[src/ohp_pkg.sv]
// ----------------------------------------------------------------------------
// ohp_pkg
// Shared types, widths and constants of the oversampled ADC to pH converter.
// ----------------------------------------------------------------------------
package ohp_pkg;

  // Defaults of the top-level parameters.
  localparam int SAMPLES_PER_READING_DEF = 16;
  localparam int ADC_FULL_SCALE_DEF      = 4095;

  // Field and register widths.
  localparam int CODE_W  = 12;
  localparam int SUM_W   = 22;
  localparam int CNT_W   = 7;
  localparam int FS_W    = 16;
  localparam int REF_W   = 13;
  localparam int NERN_W  = 17;
  localparam int Q16_W   = 24;
  localparam int VOLT_W  = 23;
  localparam int MINV_W  = 7;

  // Datapath widths of the back end.
  localparam int MV_W    = 10;
  localparam int P1_W    = SUM_W + REF_W;
  localparam int NUM_W   = P1_W + MV_W;
  localparam int DEN_W   = CNT_W + FS_W;
  // The average code never exceeds 4095 and the full scale is at least 255,
  // so the voltage quotient stays below 2**27; one spare bit keeps it even.
  localparam int VQ_W    = 28;
  localparam int DELTA_W = VQ_W + 1;
  localparam int PROD_W  = DELTA_W + Q16_W;
  localparam int MAG_W   = PROD_W - 1;
  localparam int PHW_W   = PROD_W + 1;
  localparam int STEP_W  = 5;
  localparam int VDIV_STEPS = VQ_W / 2;
  localparam int NDIV_STEPS = MAG_W / 2;

  localparam logic [MV_W-1:0]    MV_TO_UV      = MV_W'(1000);
  localparam logic [DELTA_W-1:0] MID_SUPPLY_UV = DELTA_W'(1650000);
  localparam logic [VOLT_W-1:0]  VOLT_MAX      = {VOLT_W{1'b1}};

  // Register reset values.
  localparam logic [Q16_W-1:0]  PH_OFFSET_RST = Q16_W'(458752);
  localparam logic [Q16_W-1:0]  PH_SLOPE_RST  = Q16_W'(65536);
  localparam logic [NERN_W-1:0] NERNST_RST    = NERN_W'(59160);
  localparam logic [REF_W-1:0]  REFERENCE_RST = REF_W'(3300);
  localparam logic [MINV_W-1:0] MIN_VALID_RST = MINV_W'(12);

  localparam int QUEUE_DEPTH = 2;

  // Configuration port.
  localparam int APB_AW = 5;
  localparam int APB_DW = 32;

  typedef enum logic [2:0] {
    REG_PH_OFFSET = 3'd0,
    REG_PH_SLOPE  = 3'd1,
    REG_NERNST    = 3'd2,
    REG_REFERENCE = 3'd3,
    REG_MIN_VALID = 3'd4
  } reg_index_t;

  typedef struct packed {
    logic [CODE_W-1:0] adc_sample;
    logic              sample_ok;
  } sample_t;

  typedef struct packed {
    logic                     status;
    logic signed [Q16_W-1:0]  ph_value_q16;
    logic [VOLT_W-1:0]        voltage_uv;
  } reading_t;

  typedef struct packed {
    logic signed [Q16_W-1:0] ph_offset_q16;
    logic signed [Q16_W-1:0] ph_slope_q16;
    logic [NERN_W-1:0]       nernst_uv_per_ph;
    logic [REF_W-1:0]        reference_mv;
    logic [MINV_W-1:0]       min_valid;
  } cfg_t;

  // One finished burst as handed from the front end to the back end.
  typedef struct packed {
    logic             fail;
    logic [SUM_W-1:0] sum;
    logic [CNT_W-1:0] cnt;
  } burst_t;

  typedef enum logic [3:0] {
    BK_IDLE,
    BK_MUL_REF,
    BK_MUL_K,
    BK_DIV_VOLT,
    BK_DELTA,
    BK_MUL_SLOPE,
    BK_ABS,
    BK_DIV_NERN,
    BK_OFFSET,
    BK_DONE
  } back_state_t;

endpackage

[src/ohp_queue.sv]
// ----------------------------------------------------------------------------
// ohp_queue
// Short first-in first-out queue of finished bursts between front and back.
// ----------------------------------------------------------------------------
module ohp_queue (
  input  logic              clk,
  input  logic              rst,
  input  logic              push,
  input  ohp_pkg::burst_t   push_data,
  output logic              full,
  input  logic              pop,
  output logic              head_valid,
  output ohp_pkg::burst_t   head_data
);

  localparam int PTR_W = (ohp_pkg::QUEUE_DEPTH > 1) ? $clog2(ohp_pkg::QUEUE_DEPTH) : 1;
  localparam int CNT_W = $clog2(ohp_pkg::QUEUE_DEPTH + 1);

  ohp_pkg::burst_t  entry [ohp_pkg::QUEUE_DEPTH];
  logic [PTR_W-1:0] wr_ptr;
  logic [PTR_W-1:0] rd_ptr;
  logic [CNT_W-1:0] fill;

  assign full       = (fill == CNT_W'(ohp_pkg::QUEUE_DEPTH));
  assign head_valid = (fill != '0);
  assign head_data  = entry[rd_ptr];

  always_ff @(posedge clk) begin
    if (push) begin
      entry[wr_ptr] <= push_data;
    end
  end

  always_ff @(posedge clk) begin
    if (rst) begin
      wr_ptr <= '0;
      rd_ptr <= '0;
      fill   <= '0;
    end else begin
      if (push) begin
        wr_ptr <= (wr_ptr == PTR_W'(ohp_pkg::QUEUE_DEPTH - 1)) ? '0 : wr_ptr + PTR_W'(1);
      end
      if (pop) begin
        rd_ptr <= (rd_ptr == PTR_W'(ohp_pkg::QUEUE_DEPTH - 1)) ? '0 : rd_ptr + PTR_W'(1);
      end
      if (push && !pop) begin
        fill <= fill + CNT_W'(1);
      end else if (pop && !push) begin
        fill <= fill - CNT_W'(1);
      end
    end
  end

endmodule

[config.mk]
export PLATFORM = sky130hd
export DESIGN_NAME = ohp_queue
export DESIGN_NICKNAME = d
export VERILOG_FILES = /design/src/ohp_pkg.sv /design/src/ohp_queue.sv
export SDC_FILE = /design/constraint.sdc
export NUM_CORES = 1
export LEC_CHECK = 0
export ABC_AREA = 1
export BUFFER_PORTS_ARGS = -buffer_cell sky130_fd_sc_hd__buf_2
export CORE_MARGIN = 2
export CORE_UTILIZATION = 45
export CTS_CLUSTER_DIAMETER = 80
export DETAILED_ROUTE_END_ITERATION = 7
export HOLD_SLACK_MARGIN = 0.03
export MAX_ROUTING_LAYER = met4
export PLACE_DENSITY_LB_ADDON = 0.1
export SETUP_SLACK_MARGIN = 0.1
export SKIP_LAST_GASP = 1
export SLEW_MARGIN = 30
export SYNTH_ARGS = -nofsm -noshare
export SYNTH_HDL_FRONTEND = slang
export SYNTH_SLANG_ARGS = --single-unit
[constraint.sdc]
create_clock -name clk -period 5.07 [get_ports clk]
set_clock_uncertainty 0.15 [all_clocks]
set_input_delay 1.014 -clock clk [delete_from_list [all_inputs] [get_ports clk]]
set_output_delay 1.014 -clock clk [all_outputs]
set_load 0.1 [all_outputs]
# == After elaboration in Yosys (flattened, before gate mapping) ==
# Memories as Yosys holds them, arrays and structs flattened. A register that Yosys moved wholly into a read port is not among the register bits.
# Index checks and enable logic that the tools add are counted.
# word_totals
input_bits,34
out_inout_bits,32
memories,1
elab_cells,23
register_bits,4
ramBits,60
# op_classes
eq_ne,1
reduce_logical,6
muxes,8
addsub,4
# mem_list
name,depth,width,rd,rd_ports_with_merged_regs,write_ports,line,text
entry,2,30,1,1,1,ohp_queue.sv:19,ohp_pkg::burst_t entry [ohp_pkg::QUEUE_DEPTH];
# ops
operator,n
2-to-1 mux 1 bit,6
2-to-1 mux 2 bit,2
nonzero test 2 bit,2
adder 1 bit (second input constant),2
adder 2 x 1 -> 2 bit (second input constant),1
equality test 2 bit (second input constant),1
logical AND 1 bit,2
zero test 1 bit,2
subtractor 2 x 1 -> 2 bit (second input constant),1

# == Depth between registers and ports, before layout ==
# depth
depth_word,4
depth_mapped,8
ltp_nobuf,8

# == Worst setup path before layout ==
# OpenSTA, ideal clock, no wires.
# synth_path
kind,input port to flip-flop
from,input push
to,memory entry[0][0] (netlist name) (enable)
path_slack_ps,2183
t_arrival_ps,2320
required_time_ps,4502
setup_ps,418
stages,2
path_buffers,0
path_cell_list,inv_1 nor2_1
# synth_via
elab_chain_cells,2
# synth_rtl
item,line,text
start: declaration,ohp_queue.sv:8,"input logic push,"
2-to-1 mux 1 bit,ohp_queue.sv:29,if (push) begin
2-to-1 mux 1 bit (implied by the code),ohp_queue.sv:30,entry[wr_ptr] <= push_data;
end: declaration,ohp_queue.sv:19,
# No other way between the ends.

==> summary.txt <==
IO Count - 66
Antenna Cells - 0
First-pass GRT wire length - 6020 um
CP Capture Type - output pin
Yosys top cell by area - edfxtp_1
Post-CTS Setup Inserts - 0
Layout cells sized above 1 - 0.532
Slew @ Worst Pin - 0.860 ns
Die Wd - 78.7 um
CTS max path bufs - 2
Post-cts hold buffer count - 0
HP Class - flip-flop to flip-flop
Via count - 1293
Worst vdd ir - 0.238 mV
CTS sink count - 65
P per Cell Area - 427 nW/um^2
Initial antenna violation count - 0
Drc violations - 0
Global route total overflow - 0
DRT iter0 DRCs - 86
Layout area overhead - 22.4%
Initial Util - 0.462
Outcome - complete, no violations
Area of the multi-input gates - 551 um^2
Largest net degree at the start of global routing - 31
Port bufs - 65
Vias in the first global route - 1378
Instance area at placement - 2910 um^2
Slew Limit Headroom - 0.425
Syn_nets - 161
CTS root buf - clkbuf_8
Max-Cap Viols - 0
Row cnt - 27
Power, Total - 1310 uW
CTS tree - done
Filler cells - 442
Top post-synthesis cells by area - edfxtp_1 72%, mux2_4 18%, dfxtp_1 4.0%, inv_1 1.3%, buf_6 1.3%
WP data required - 3.91 ns
Vias/cell - 4.67
Gate Count Post-Synth - 126
ANT nets after route - 0
WL per Instance - 14.0 um
Max-slew violations - 0
Core area - 5440 um^2
Netlist cell types - 14
Pre-CTS setup slack - 2.19 ns
Post-route cell area - 3070 um^2
Crit path kind - flip-flop to output pin
Final setup vio count - 0
Clock Latency Late Sink - 0.32 ns
Sequential share of the synthesized area - 0.757
Share of Yosys cell area claimed by the top area cell type - 0.717
Storage cell area - 1910 um^2
Yosys reg bits - 65
Final nets - 235
Post-DP HPWL - 2650 um
Fin crit share - 0.571
Leakage - 0.00127 uW
Arrival time worst endpoint - 1.73 ns
CP Max Fanout - 30
Gr usage total - 0.138
Synthesized area per cell - 19.9 um^2
H-Tree Depth - 3
Final Hold Vio Count - 0
Routability Congestion - 0.699
Min Clock Period, post-route - 2.89 ns
Post-route setup TNS - 0 ns
DIE AREA - 6200 um^2
Clock buffer count from CTS - 9
DRT Wirelength - 3890 um
Yosys warnings - 0
Clock transition at path regs - 0.06 ns
Worst setup margin - 2.18 ns
FMAX - 0.346 GHz
RSZ-0062 raised after global routing - false
Syn Std Cell Area - 2510 um^2
Critical path startpoint category - flip-flop
Pre-antenna DRT Iters - 4
Die Y - 78.7 um
Cts repair resizes - 0
[path summary, 6_finish.rpt]
kind                            startpoint            end  slack [ns]  cells after the start
worst max-delay path             flip-flop  head_data[16]        2.18                      2
worst min-delay path                rd_ptr      flip-flop        0.37                      2
worst max register to register      wr_ptr   entry[1][18]        3.33                      3
worst min register to register      rd_ptr      flip-flop        0.37                      2
[synthesized netlist by cell type]
cell type / number
ha_1: 1
edfxtp_1: 60
xnor2_1: 1
nand2_1: 6
o21ai_0: 1
nand3_1: 1
nor3_1: 1
dfxtp_1: 5
nor2_1: 6
nand4_1: 1
inv_1: 9
buf_6: 3
a21oi_1: 1
mux2_4: 30
[layer usage]
layer  vias up  track usage  share of wire
met5         -            -              0
met4         0       0.0737         0.0067
met3         4       0.0489          0.055
met2        40        0.235           0.54
met1       631        0.140           0.39
li1        618            -              -
[layout make-up]
cell class	count	area share
timing repair buffer	66	0.108
tap	72	0.0293
clock inverter	1	0.00163
multi-input combinational	49	0.179
inverter	9	0.0110
sequential	65	0.620
clock buffer	15	0.0509
[registers in the layout, indices dropped and copies added (netlist names), named ones only]
| name | cells |
|---|---|
| fill | 2 |
| wr_ptr | 1 |
| entry | 60 |
| rd_ptr | 1 |
[metrics by stage]
stage | std cells | hold slack [ns] | util
floorplan | 126 | 0.330 | -
global placement | 261 | 0.343 | 0.535
detailed placement | 261 | 0.360 | 0.535
CTS | 277 | 0.381 | 0.565
global route | 277 | 0.415 | 0.565
finish | 277 | 0.369 | 0.565
[critical path, cell delays in order (launching register included)]
cell and delay, ns:
dfxtp_4 0.70, mux2_4 0.26, buf_2 0.42
[placed cells by master (no fill, tap or decap)]
master and n:
xnor2_1 1, clkbuf_1 5, o21ai_0 1, edfxtp_1 60
buf_2 65, mux2_4 30, dfxtp_4 1, nor2_4 1
inv_1 9, nor2_1 5, ha_1 1, clkbuf_8 10
clkinv_2 1, buf_4 1, nand2_1 6, nand3_1 1
dfxtp_1 4, nand4_1 1, nor3_1 1, a21oi_1 1
[power by group]
group          switching (uW)  internal (uW)  total [uW]
Sequential               20.9            619         640
Clock                     170            191         361
Combinational             241           72.1         313
[cell families (layout without fill, tap and decap cells)]
group / after synthesis / in the layout / synth area share
AOI/OAI and AO/OA: 2 / 2 / 0.00398
xor gates and xnor gates: 1 / 1 / 0.00349
adders and majority gates: 1 / 1 / 0.00498
buffers and inverters: 12 / 91 / 0.0269
DFF: 65 / 65 / 0.757
muxes: 30 / 30 / 0.179
and+or+nand+nor: 15 / 15 / 0.0244
Note: power is estimated with default switching activity, not from simulation.
