**config.mk**
```make
export PLATFORM = sky130hd
export DESIGN_NAME = ohp_back_flat
export DESIGN_NICKNAME = d
export VERILOG_FILES = /design/src/ohp_pkg.sv /design/src/ohp_chan_if.sv /design/src/ohp_back.sv /design/src/flat_wrapper.sv
export SDC_FILE = /design/constraint.sdc
export NUM_CORES = 1
export LEC_CHECK = 0
export BUFFER_PORTS_ARGS = -buffer_cell sky130_fd_sc_hd__buf_4
export CAP_MARGIN = 20
export CORE_ASPECT_RATIO = 0.6
export CORE_MARGIN = 2
export CORE_UTILIZATION = 45
export DETAILED_ROUTE_END_ITERATION = 8
export MAX_ROUTING_LAYER = met4
export PLACE_DENSITY_LB_ADDON = 0.2
export SKIP_LAST_GASP = 1
export SLEW_MARGIN = 20
export SYNTH_ARGS = -nofsm -noshare
export SYNTH_HDL_FRONTEND = slang
export SYNTH_SLANG_ARGS = --single-unit
```
**constraint.sdc**
```tcl
create_clock -name clk -period 6.4 [get_ports clk]
set_input_delay 0.96 -clock clk [delete_from_list [all_inputs] [get_ports clk]]
set_output_delay 0.96 -clock clk [all_outputs]
set_load 0.02 [all_outputs]
```
**src/ohp_pkg.sv**
```systemverilog
// ----------------------------------------------------------------------------
// ohp_pkg
// Shared types, widths and constants of the oversampled ADC to pH converter.
// ----------------------------------------------------------------------------
package ohp_pkg;

  // Defaults of the top-level parameters.
  localparam int SAMPLES_PER_READING_DEF = 16;
  localparam int ADC_FULL_SCALE_DEF      = 4095;

  // Field and register widths.
  localparam int CODE_W  = 12;
  localparam int SUM_W   = 22;
  localparam int CNT_W   = 7;
  localparam int FS_W    = 16;
  localparam int REF_W   = 13;
  localparam int NERN_W  = 17;
  localparam int Q16_W   = 24;
  localparam int VOLT_W  = 23;
  localparam int MINV_W  = 7;

  // Datapath widths of the back end.
  localparam int MV_W    = 10;
  localparam int P1_W    = SUM_W + REF_W;
  localparam int NUM_W   = P1_W + MV_W;
  localparam int DEN_W   = CNT_W + FS_W;
  // The average code never exceeds 4095 and the full scale is at least 255,
  // so the voltage quotient stays below 2**27; one spare bit keeps it even.
  localparam int VQ_W    = 28;
  localparam int DELTA_W = VQ_W + 1;
  localparam int PROD_W  = DELTA_W + Q16_W;
  localparam int MAG_W   = PROD_W - 1;
  localparam int PHW_W   = PROD_W + 1;
  localparam int STEP_W  = 5;
  localparam int VDIV_STEPS = VQ_W / 2;
  localparam int NDIV_STEPS = MAG_W / 2;

  localparam logic [MV_W-1:0]    MV_TO_UV      = MV_W'(1000);
  localparam logic [DELTA_W-1:0] MID_SUPPLY_UV = DELTA_W'(1650000);
  localparam logic [VOLT_W-1:0]  VOLT_MAX      = {VOLT_W{1'b1}};

  // Register reset values.
  localparam logic [Q16_W-1:0]  PH_OFFSET_RST = Q16_W'(458752);
  localparam logic [Q16_W-1:0]  PH_SLOPE_RST  = Q16_W'(65536);
  localparam logic [NERN_W-1:0] NERNST_RST    = NERN_W'(59160);
  localparam logic [REF_W-1:0]  REFERENCE_RST = REF_W'(3300);
  localparam logic [MINV_W-1:0] MIN_VALID_RST = MINV_W'(12);

  localparam int QUEUE_DEPTH = 2;

  // Configuration port.
  localparam int APB_AW = 5;
  localparam int APB_DW = 32;

  typedef enum logic [2:0] {
    REG_PH_OFFSET = 3'd0,
    REG_PH_SLOPE  = 3'd1,
    REG_NERNST    = 3'd2,
    REG_REFERENCE = 3'd3,
    REG_MIN_VALID = 3'd4
  } reg_index_t;

  typedef struct packed {
    logic [CODE_W-1:0] adc_sample;
    logic              sample_ok;
  } sample_t;

  typedef struct packed {
    logic                     status;
    logic signed [Q16_W-1:0]  ph_value_q16;
    logic [VOLT_W-1:0]        voltage_uv;
  } reading_t;

  typedef struct packed {
    logic signed [Q16_W-1:0] ph_offset_q16;
    logic signed [Q16_W-1:0] ph_slope_q16;
    logic [NERN_W-1:0]       nernst_uv_per_ph;
    logic [REF_W-1:0]        reference_mv;
    logic [MINV_W-1:0]       min_valid;
  } cfg_t;

  // One finished burst as handed from the front end to the back end.
  typedef struct packed {
    logic             fail;
    logic [SUM_W-1:0] sum;
    logic [CNT_W-1:0] cnt;
  } burst_t;

  typedef enum logic [3:0] {
    BK_IDLE,
    BK_MUL_REF,
    BK_MUL_K,
    BK_DIV_VOLT,
    BK_DELTA,
    BK_MUL_SLOPE,
    BK_ABS,
    BK_DIV_NERN,
    BK_OFFSET,
    BK_DONE
  } back_state_t;

endpackage

```
**src/ohp_chan_if.sv**
```systemverilog
// ----------------------------------------------------------------------------
// ohp_chan_if
// Valid/ready channel carrying one payload of type T per transaction.
// ----------------------------------------------------------------------------
interface ohp_chan_if #(
  parameter type T = logic
) ();
  logic valid;
  logic ready;
  T     data;

  modport source (output valid, output data, input ready);
  modport sink   (input valid, input data, output ready);
endinterface

```
**src/ohp_back.sv**
```systemverilog
// ----------------------------------------------------------------------------
// ohp_back
// Turns one burst into a reading: voltage division, slope multiply, Nernst
// division, offset and saturation, then holds the reading in an output register.
// ----------------------------------------------------------------------------
module ohp_back #(
  parameter int ADC_FULL_SCALE = ohp_pkg::ADC_FULL_SCALE_DEF
) (
  input  logic              clk,
  input  logic              rst,
  input  ohp_pkg::cfg_t     cfg,
  input  logic              head_valid,
  input  ohp_pkg::burst_t   head_data,
  output logic              pop,
  ohp_chan_if.source        reading_out
);

  localparam logic [ohp_pkg::FS_W-1:0] FULL_SCALE = ohp_pkg::FS_W'(ADC_FULL_SCALE);

  ohp_pkg::back_state_t state, state_next;

  logic                              fail_r;
  logic [ohp_pkg::SUM_W-1:0]         sum_r;
  logic [ohp_pkg::CNT_W-1:0]         cnt_r;
  logic [ohp_pkg::P1_W-1:0]          prod_ref;
  logic [ohp_pkg::DEN_W-1:0]         den_r;
  logic [ohp_pkg::DEN_W-1:0]         rem_v;
  logic [ohp_pkg::VQ_W-1:0]          dq_v;
  logic signed [ohp_pkg::DELTA_W-1:0] delta_r;
  logic signed [ohp_pkg::PROD_W-1:0] prod_s;
  logic                              neg_r;
  logic [ohp_pkg::NERN_W-1:0]        rem_n;
  logic [ohp_pkg::MAG_W-1:0]         dq_n;
  logic signed [ohp_pkg::PHW_W-1:0]  ph_wide;
  logic [ohp_pkg::STEP_W-1:0]        step;

  logic                              out_valid;
  ohp_pkg::reading_t                 out_data;
  logic                              load_out;

  logic [ohp_pkg::NUM_W-1:0]         num_k;
  logic [ohp_pkg::DEN_W:0]           va, vb;
  logic                              vqa, vqb;
  logic [ohp_pkg::NERN_W-1:0]        nern_eff;
  logic [ohp_pkg::NERN_W:0]          na, nb;
  logic                              nqa, nqb;
  logic signed [ohp_pkg::PROD_W-1:0] term;
  logic signed [ohp_pkg::PHW_W-1:0]  ph_sum;
  logic signed [ohp_pkg::Q16_W-1:0]  ph_sat;
  logic [ohp_pkg::VOLT_W-1:0]        volt_sat;

  assign reading_out.valid = out_valid;
  assign reading_out.data  = out_data;

  // Next state.
  always_comb begin
    state_next = state;
    unique case (state)
      ohp_pkg::BK_IDLE: begin
        if (head_valid) begin
          state_next = head_data.fail ? ohp_pkg::BK_DONE : ohp_pkg::BK_MUL_REF;
        end
      end
      ohp_pkg::BK_MUL_REF:   state_next = ohp_pkg::BK_MUL_K;
      ohp_pkg::BK_MUL_K:     state_next = ohp_pkg::BK_DIV_VOLT;
      ohp_pkg::BK_DIV_VOLT: begin
        if (step == '0) begin
          state_next = ohp_pkg::BK_DELTA;
        end
      end
      ohp_pkg::BK_DELTA:     state_next = ohp_pkg::BK_MUL_SLOPE;
      ohp_pkg::BK_MUL_SLOPE: state_next = ohp_pkg::BK_ABS;
      ohp_pkg::BK_ABS:       state_next = ohp_pkg::BK_DIV_NERN;
      ohp_pkg::BK_DIV_NERN: begin
        if (step == '0) begin
          state_next = ohp_pkg::BK_OFFSET;
        end
      end
      ohp_pkg::BK_OFFSET:    state_next = ohp_pkg::BK_DONE;
      ohp_pkg::BK_DONE: begin
        if (!out_valid || reading_out.ready) begin
          state_next = ohp_pkg::BK_IDLE;
        end
      end
      default:               state_next = ohp_pkg::BK_IDLE;
    endcase
  end

  // State outputs.
  always_comb begin
    pop      = 1'b0;
    load_out = 1'b0;
    unique case (state)
      ohp_pkg::BK_IDLE: pop      = head_valid;
      ohp_pkg::BK_DONE: load_out = !out_valid || reading_out.ready;
      default: begin
        pop      = 1'b0;
        load_out = 1'b0;
      end
    endcase
  end

  // Two restoring division steps per cycle for each divider.
  always_comb begin
    num_k = ohp_pkg::NUM_W'(prod_ref) * ohp_pkg::NUM_W'(ohp_pkg::MV_TO_UV);

    va  = {rem_v, dq_v[ohp_pkg::VQ_W-1]};
    vqa = (va >= {1'b0, den_r});
    if (vqa) begin
      va = va - {1'b0, den_r};
    end
    vb  = {va[ohp_pkg::DEN_W-1:0], dq_v[ohp_pkg::VQ_W-2]};
    vqb = (vb >= {1'b0, den_r});
    if (vqb) begin
      vb = vb - {1'b0, den_r};
    end

    nern_eff = (cfg.nernst_uv_per_ph == '0) ? ohp_pkg::NERN_W'(1) : cfg.nernst_uv_per_ph;
    na  = {rem_n, dq_n[ohp_pkg::MAG_W-1]};
    nqa = (na >= {1'b0, nern_eff});
    if (nqa) begin
      na = na - {1'b0, nern_eff};
    end
    nb  = {na[ohp_pkg::NERN_W-1:0], dq_n[ohp_pkg::MAG_W-2]};
    nqb = (nb >= {1'b0, nern_eff});
    if (nqb) begin
      nb = nb - {1'b0, nern_eff};
    end

    term   = neg_r ? -$signed({1'b0, dq_n}) : $signed({1'b0, dq_n});
    ph_sum = $signed({{(ohp_pkg::PHW_W - ohp_pkg::Q16_W){cfg.ph_offset_q16[ohp_pkg::Q16_W-1]}},
                      cfg.ph_offset_q16})
           + $signed({term[ohp_pkg::PROD_W-1], term});

    if (ph_wide > $signed(ohp_pkg::PHW_W'({1'b0, {(ohp_pkg::Q16_W-1){1'b1}}}))) begin
      ph_sat = {1'b0, {(ohp_pkg::Q16_W-1){1'b1}}};
    end else if (ph_wide < $signed({{(ohp_pkg::PHW_W-ohp_pkg::Q16_W+1){1'b1}},
                                    {(ohp_pkg::Q16_W-1){1'b0}}})) begin
      ph_sat = {1'b1, {(ohp_pkg::Q16_W-1){1'b0}}};
    end else begin
      ph_sat = ph_wide[ohp_pkg::Q16_W-1:0];
    end

    if (dq_v > ohp_pkg::VQ_W'(ohp_pkg::VOLT_MAX)) begin
      volt_sat = ohp_pkg::VOLT_MAX;
    end else begin
      volt_sat = dq_v[ohp_pkg::VOLT_W-1:0];
    end
  end

  always_ff @(posedge clk) begin
    unique case (state)
      ohp_pkg::BK_IDLE: begin
        fail_r <= head_data.fail;
        sum_r  <= head_data.sum;
        cnt_r  <= head_data.cnt;
      end
      ohp_pkg::BK_MUL_REF: begin
        prod_ref <= ohp_pkg::P1_W'(sum_r) * ohp_pkg::P1_W'(cfg.reference_mv);
        den_r    <= ohp_pkg::DEN_W'(cnt_r) * ohp_pkg::DEN_W'(FULL_SCALE);
      end
      ohp_pkg::BK_MUL_K: begin
        // The top bits are already below the divisor since the quotient fits VQ_W bits.
        rem_v <= ohp_pkg::DEN_W'(num_k[ohp_pkg::NUM_W-1:ohp_pkg::VQ_W]);
        dq_v  <= num_k[ohp_pkg::VQ_W-1:0];
        step  <= ohp_pkg::STEP_W'(ohp_pkg::VDIV_STEPS - 1);
      end
      ohp_pkg::BK_DIV_VOLT: begin
        rem_v <= vb[ohp_pkg::DEN_W-1:0];
        dq_v  <= {dq_v[ohp_pkg::VQ_W-3:0], vqa, vqb};
        step  <= step - ohp_pkg::STEP_W'(1);
      end
      ohp_pkg::BK_DELTA: begin
        delta_r <= $signed(ohp_pkg::MID_SUPPLY_UV) - $signed({1'b0, dq_v});
      end
      ohp_pkg::BK_MUL_SLOPE: begin
        prod_s <= delta_r * cfg.ph_slope_q16;
      end
      ohp_pkg::BK_ABS: begin
        neg_r <= prod_s[ohp_pkg::PROD_W-1];
        dq_n  <= prod_s[ohp_pkg::PROD_W-1] ? ohp_pkg::MAG_W'(-prod_s)
                                           : ohp_pkg::MAG_W'(prod_s);
        rem_n <= '0;
        step  <= ohp_pkg::STEP_W'(ohp_pkg::NDIV_STEPS - 1);
      end
      ohp_pkg::BK_DIV_NERN: begin
        rem_n <= nb[ohp_pkg::NERN_W-1:0];
        dq_n  <= {dq_n[ohp_pkg::MAG_W-3:0], nqa, nqb};
        step  <= step - ohp_pkg::STEP_W'(1);
      end
      ohp_pkg::BK_OFFSET: begin
        ph_wide <= ph_sum;
      end
      ohp_pkg::BK_DONE: begin
        if (load_out) begin
          if (fail_r) begin
            out_data <= '{status: 1'b1, ph_value_q16: '0, voltage_uv: '0};
          end else begin
            out_data <= '{status: 1'b0, ph_value_q16: ph_sat, voltage_uv: volt_sat};
          end
        end
      end
      default: begin
      end
    endcase
  end

  always_ff @(posedge clk) begin
    if (rst) begin
      state     <= ohp_pkg::BK_IDLE;
      out_valid <= 1'b0;
    end else begin
      state <= state_next;
      if (load_out) begin
        out_valid <= 1'b1;
      end else if (reading_out.ready) begin
        out_valid <= 1'b0;
      end
    end
  end

endmodule

```
**src/flat_wrapper.sv**
```systemverilog
// flat-port wrapper written by rule: the top's interface ports become plain ports
module ohp_back_flat 
#(
  parameter int ADC_FULL_SCALE = ohp_pkg::ADC_FULL_SCALE_DEF
)
  (clk, rst, cfg, head_valid, head_data, pop, reading_out_valid, reading_out_data, reading_out_ready);
  ohp_chan_if reading_out_i ();
  input  logic clk;
  input  logic rst;
  input  ohp_pkg::cfg_t cfg;
  input  logic head_valid;
  input  ohp_pkg::burst_t head_data;
  output logic pop;
  output wire logic [$bits(reading_out_i.valid)-1:0] reading_out_valid;
  output wire logic [$bits(reading_out_i.data)-1:0] reading_out_data;
  input wire logic [$bits(reading_out_i.ready)-1:0] reading_out_ready;
  assign reading_out_valid = reading_out_i.valid;
  assign reading_out_data = reading_out_i.data;
  assign reading_out_i.ready = reading_out_ready;
  ohp_back #(.ADC_FULL_SCALE(ADC_FULL_SCALE)) u_core (.clk(clk), .rst(rst), .cfg(cfg), .head_valid(head_valid), .head_data(head_data), .pop(pop), .reading_out(reading_out_i));
endmodule
```
# After elaboration in Yosys (flattened, before gate mapping)
# Index checks and enable logic that the tools add are counted.
[word_totals]
inputBits = 119
output_inout_bits = 3
register_bits = 146
wordCells = 59
[op_classes]
multipliers = 3
eq_ne = 13
n_reduce_logical = 10
n_mux = 16
add_sub_neg = 3
n_lt_le_gt_ge = 3
[op_table]
columns = ["cell", "n"]
rows = [
  ["$pmux W28 S2", 1],
  ["$ge A24 B19 Y1", 2],
  ["$mux W23", 2],
  ["$pmux W23 S2", 1],
  ["$sub A23 B19 Y23", 2],
  ["$mul A35 B7 Y42 const B", 1],
  ["$pmux W4 S10", 1],
  ["$mul A22 B13 Y35", 1],
  ["$gt A28 B23 Y1 const B", 1],
  ["$mux W4", 5],
  ["$mul A7 B12 Y19 const B", 1],
  ["$eq A4 B3 Y1 const B", 4],
  ["$pmux W5 S3", 1],
  ["$eq A4 B2 Y1 const B", 2],
  ["$eq A4 B4 Y1 const B", 2],
  ["$ne A2 B1 Y1 const B", 3],
  ["$logic_not A5 Y1", 1],
  ["$mux W1", 5],
  ["$sub A5 B1 Y5 const B", 1],
  ["$eq A4 B1 Y1 const B", 1],
  ["$logic_not A4 Y1", 1],
  ["$reduce_and A4 Y1", 1],
  ["$reduce_bool A2 Y1", 2],
  ["$reduce_bool A3 Y1", 1],
  ["5 further kinds", 5],
]

# Logic depth before layout (Yosys ltp)
[logic_depth]
ltp_word = 5
ltp_mapped = 25
depth_no_buf = 23

# Worst setup path after synthesis
# No wires, ideal clock.
[synth_path]
path_kind = "in2reg"
start = "in cfg[13] (netlist name)"
end = "reg u_core.prod_ref[33] (netlist name), data pin"
n_path_buf = 1
t_arrival_ps = 6224
setup_slack_ps = -89
setup_ps = 265
t_required_ps = 6135
cell_stages = 24
cell_sequence = "clkbuf_1 nand2_1 fa_1 inv_1 fa_1 inv_1 fa_1 inv_1 fa_1 inv_1 fa_1 inv_1 ha_1 nand2_1 nor2_1 a31o_2 nor4_1 o41ai_1 a221o_1 nand2_1 o211ai_1 a31oi_1 o21ai_0 xor2_1"
[synth_between]
elab_chain_len = 1
[synth_rtl]
columns = ["element", "line_no", "text"]
rows = [
  ["start: declaration", "flat_wrapper.sv:10", "input ohp_pkg::cfg_t cfg;"],
  ["$mul A22 B13 Y35", "ohp_back.sv:159", "prod_ref <= ohp_pkg::P1_W'(sum_r) * ohp_pkg::P1_W'(cfg.reference_mv);"],
  ["end signal: assignment", "ohp_back.sv:159", ""],
  ["end: declaration", "ohp_back.sv:25", "logic [ohp_pkg::P1_W-1:0] prod_ref;"],
]
# Every way passes these cells.
# A chain may end at the register's enable or synchronous reset.

# Worst setup path in the final report
[layout_path]
start = "in cfg[10] (netlist name)"
end = "reg u_core.prod_ref[34] (netlist name), data pin"
# The elaborated chain is that of the path after synthesis.

==> key figures <==
Job
  – Maximum capacitance violations: 0

STA
  – Worst hold slack across all endpoints: 0.514 ns
  – Clock Skew: 0.0125 ns
  – Final setup slack of the worst path: 0.204 ns
  – Final hold violation count: 0
  – Pins Over Slew Limit: 0
  – Unrepaired setup endpoints after global routing: yes
  – Max-slew headroom at the worst pin: 0.375
  – Achievable frequency: 161 MHz
  – Period minus WS final: 6.20 ns
  – Transition time at the pin with the least slew margin: 0.937 ns
  – Period utilization: 0.968
  – Number of setup violations in the final report: 0

Placement
  – HPWL Detailed: 48700 µm
  – Cells after DPL: 3247
  – Global placement routability congestion: 0.921
  – Count of port buffers added during placement: 49
  – Placement-stage worst setup slack: -0.494 ns

Detailed routing
  – Ratio of routed vias to standard cells: 5.18
  – DR vias: 17000
  – Post-DRT Antenna Nets: 0
  – Final WL: 58700 µm
  – # DRC: 0
  – First-pass detailed-route iteration total: 5
  – Final routed wire length divided by cell count: 17.9 µm
  – Iter 0 DRT Violations: 1119

Floorplan
  – Die height: 181 µm
  – Die area: 54300 µm²
  – Initial core utilization: 0.459
  – Number of top-level pins: 122
  – Die W: 299 µm
  – Core Footprint: 51300 µm²
  – Standard-cell row count: 64

Critical path
  – Largest fanout of any net on the critical path: 7
  – CP arrival: 6.42 ns
  – Worst EP required: 6.62 ns
  – Critical path startpoint category: input pin
  – Crit path capture type: flop
  – Reg-to-reg slack, setup: 0.24 ns
  – Worst Path Class, Setup: in2reg

Synthesis
  – Yosys warning total: 0
  – Summed instance area of the synthesized netlist: 23600 µm²
  – Top cell type by total area after synthesis: sky130_fd_sc_hd__fa_1
  – Synthesized netlist net count: 3201
  – Async set or reset register ratio after synthesis: 0
  – Post-synth EDFFs: 141
  – Area share of the largest cell type after synthesis: 0.318
  – Sequential fraction of the synthesis area: 0.184
  – Main synth FF type: sky130_fd_sc_hd__edfxtp_1
  – Mean instance size in the synthesized netlist: 9.58 µm²
  – Count of state elements after synthesis: 146
  – Synthesized instance count: 2460
  – Number of distinct library cell variants in the gate-level netlist after synthesis: 70
  – Top area cells in the synthesized netlist: sky130_fd_sc_hd__fa_1 (32%), sky130_fd_sc_hd__edfxtp_1 (18%), sky130_fd_sc_hd__ha_1 (13%)

CTS
  – Clk Latency, worst-skew pair: 0.47 ns
  – Maximum buffer depth of the clock tree: 2
  – Depth of the CTS H-tree: 4
  – Clock tree from TritonCTS: yes
  – Clock transition at path regs: 0.08 ns
  – Clock root buffer: sky130_fd_sc_hd__clkbuf_16
  – Hold-fix buffers at CTS: 0
  – CTS Sinks: 146
  – Number of clock buffers inserted by TritonCTS: 17

Global routing
  – Wire length of the first global-routing pass: 96600 µm
  – Sum of overflow across all layers after global routing: 0
  – Total routing usage reported by global routing: 0.236
  – Number of antenna violations at the first check in global routing: 0
  – Number of global-route vias before repair: 17900
  – Largest net degree at the start of global routing: 55

Finish
  – Fillers: 4659
  – Footprint of the flip-flops and latches: 4330 µm²
  – Final Net Count: 3320
  – Area growth from synthesis to layout: 11.1%
  – Final antenna diode count: 0
  – Most frequent standard cell in the layout excluding fill and tap cells: sky130_fd_sc_hd__inv_1
  – Ratio of cells with drive above 1 in the final layout: 0.0999
  – Combined area of the multi-input logic cells: 17100 µm²
  – Most frequent cells in the layout: sky130_fd_sc_hd__inv_1 (521), sky130_fd_sc_hd__fa_1 (374), sky130_fd_sc_hd__nand2_1 (268)
  – Final cell count without fillers: 3285

Hold path
  – Tightest Hold Check Type: reg2reg

Status
  – Result of the run: finished clean
==> cells in the mapped netlist (3+ instances only) <==
master	n
sky130_fd_sc_hd__ha_1	248
sky130_fd_sc_hd__nand2_1	271
sky130_fd_sc_hd__nand3_1	18
sky130_fd_sc_hd__nor4_1	5
sky130_fd_sc_hd__mux2_2	8
sky130_fd_sc_hd__nand2b_1	9
sky130_fd_sc_hd__fa_1	374
sky130_fd_sc_hd__edfxtp_1	141
sky130_fd_sc_hd__nand3b_1	3
sky130_fd_sc_hd__and3_1	15
sky130_fd_sc_hd__nor2_1	89
sky130_fd_sc_hd__nor2b_1	11
sky130_fd_sc_hd__a221oi_1	3
sky130_fd_sc_hd__a21oi_1	124
sky130_fd_sc_hd__o31ai_1	6
sky130_fd_sc_hd__a21boi_0	5
sky130_fd_sc_hd__xor2_1	47
sky130_fd_sc_hd__and2_1	120
sky130_fd_sc_hd__inv_1	522
sky130_fd_sc_hd__o21bai_1	17
sky130_fd_sc_hd__dfxtp_1	5
sky130_fd_sc_hd__a221o_1	3
sky130_fd_sc_hd__nor3_1	22
sky130_fd_sc_hd__a21o_1	48
sky130_fd_sc_hd__xnor2_1	69
sky130_fd_sc_hd__o21ai_0	69
sky130_fd_sc_hd__o21a_1	17
sky130_fd_sc_hd__clkbuf_1	67
sky130_fd_sc_hd__o211ai_1	6
sky130_fd_sc_hd__or2_2	8
sky130_fd_sc_hd__a211oi_1	16
sky130_fd_sc_hd__mux2i_1	19
sky130_fd_sc_hd__a31o_2	3
sky130_fd_sc_hd__nand4_1	8
sky130_fd_sc_hd__a31oi_1	20
==> critical path, cell delays in order <==
cell	delay, ns
sky130_fd_sc_hd__buf_4	0.14
sky130_fd_sc_hd__and2_1	0.18
sky130_fd_sc_hd__fa_1	0.54
sky130_fd_sc_hd__inv_1	0.06
sky130_fd_sc_hd__fa_1	0.53
sky130_fd_sc_hd__inv_1	0.06
sky130_fd_sc_hd__fa_1	0.49
sky130_fd_sc_hd__inv_1	0.05
sky130_fd_sc_hd__fa_1	0.46
sky130_fd_sc_hd__fa_1	0.55
sky130_fd_sc_hd__inv_1	0.04
sky130_fd_sc_hd__ha_1	0.30
sky130_fd_sc_hd__buf_4	0.12
sky130_fd_sc_hd__o21ai_0	0.06
sky130_fd_sc_hd__nor2_1	0.18
sky130_fd_sc_hd__o31ai_2	0.10
sky130_fd_sc_hd__a21oi_1	0.25
sky130_fd_sc_hd__nand4_1	0.29
sky130_fd_sc_hd__a31oi_4	0.26
sky130_fd_sc_hd__o31ai_2	0.10
sky130_fd_sc_hd__a21oi_1	0.20
sky130_fd_sc_hd__o21ai_1	0.11
sky130_fd_sc_hd__a21oi_1	0.15
sky130_fd_sc_hd__a31oi_1	0.06
sky130_fd_sc_hd__buf_4	0.16
==> sequential cells by signal, indices dropped and copies added (netlist names) <==
register,flops
u_core.den_r,19
u_core.cnt_r,7
u_core.rem_v,23
u_core.state,4
u_core.reading_out.data,1
u_core.dq_v,28
u_core.reading_out.valid,1
u_core.step,5
u_core.prod_ref,35
u_core.sum_r,22
u_core.fail_r,1
==> area by class of cell <==
class	count	area share
Clock inverter	15	0.00640
Sequential cell	146	0.166
Timing Repair Buffer	171	0.0493
Tap cell	693	0.0331
Inverter	522	0.0748
Multi-Input combinational cell	1721	0.655
Clock buffer	17	0.0162
==> metal layers <==
layer  share of wire  GRT usage  vias to the layer above
met2            0.39      0.313                      448
met3           0.096     0.0770                       47
met4           0.011     0.0434                        0
li1                -          -                     8046
met5               0          -                        -
met1            0.51      0.349                     8466
==> stage by stage <==
stage | utilization | TNS [ns] | cell area, µm²
5_1_grt | 0.510 | -0.0619 | 26200
3_5_place_dp | 0.495 | -2.77 | 25400
3_3_place_gp | 0.495 | -2.46 | 25400
4_1_cts | 0.507 | 0 | 26000
2_1_floorplan | - | 0 | 23600
6_report | 0.510 | 0 | 26200
==> cell families (layout without fill, tap and decap cells) <==
family | Yosys count | count (layout) | synth area share
and+or+nand+nor | 596 | 596 | 0.121
adders and majority gates | 622 | 622 | 0.449
DFF | 146 | 146 | 0.184
xor gates and xnor gates | 116 | 116 | 0.0431
AOI/OAI and AO/OA | 359 | 359 | 0.0953
buffers and inverters | 593 | 725 | 0.0952
muxes | 28 | 28 | 0.0125
==> path summary, 6_finish.rpt <==
path,start,to,depth (start not counted)
worst max register to register,u_core.sum_r[8],u_core.prod_ref[33],24
worst min register to register,u_core.dq_v[5],u_core.dq_v[7],2
worst min-delay path,u_core.dq_v[5],u_core.dq_v[7],2
worst max-delay path,cfg[10],u_core.prod_ref[34],25
==> repair_timing <==
action | CTS | global route
pin swaps | 0 | 16
setup buffers | 0 | 7
resized for setup | 1 | 28
endpoints found under the setup margin | 1 | 28
Power is left out: the tool's default activity adds up to more than one toggle a clock period on the data nets, which glitch-free logic cannot reach.
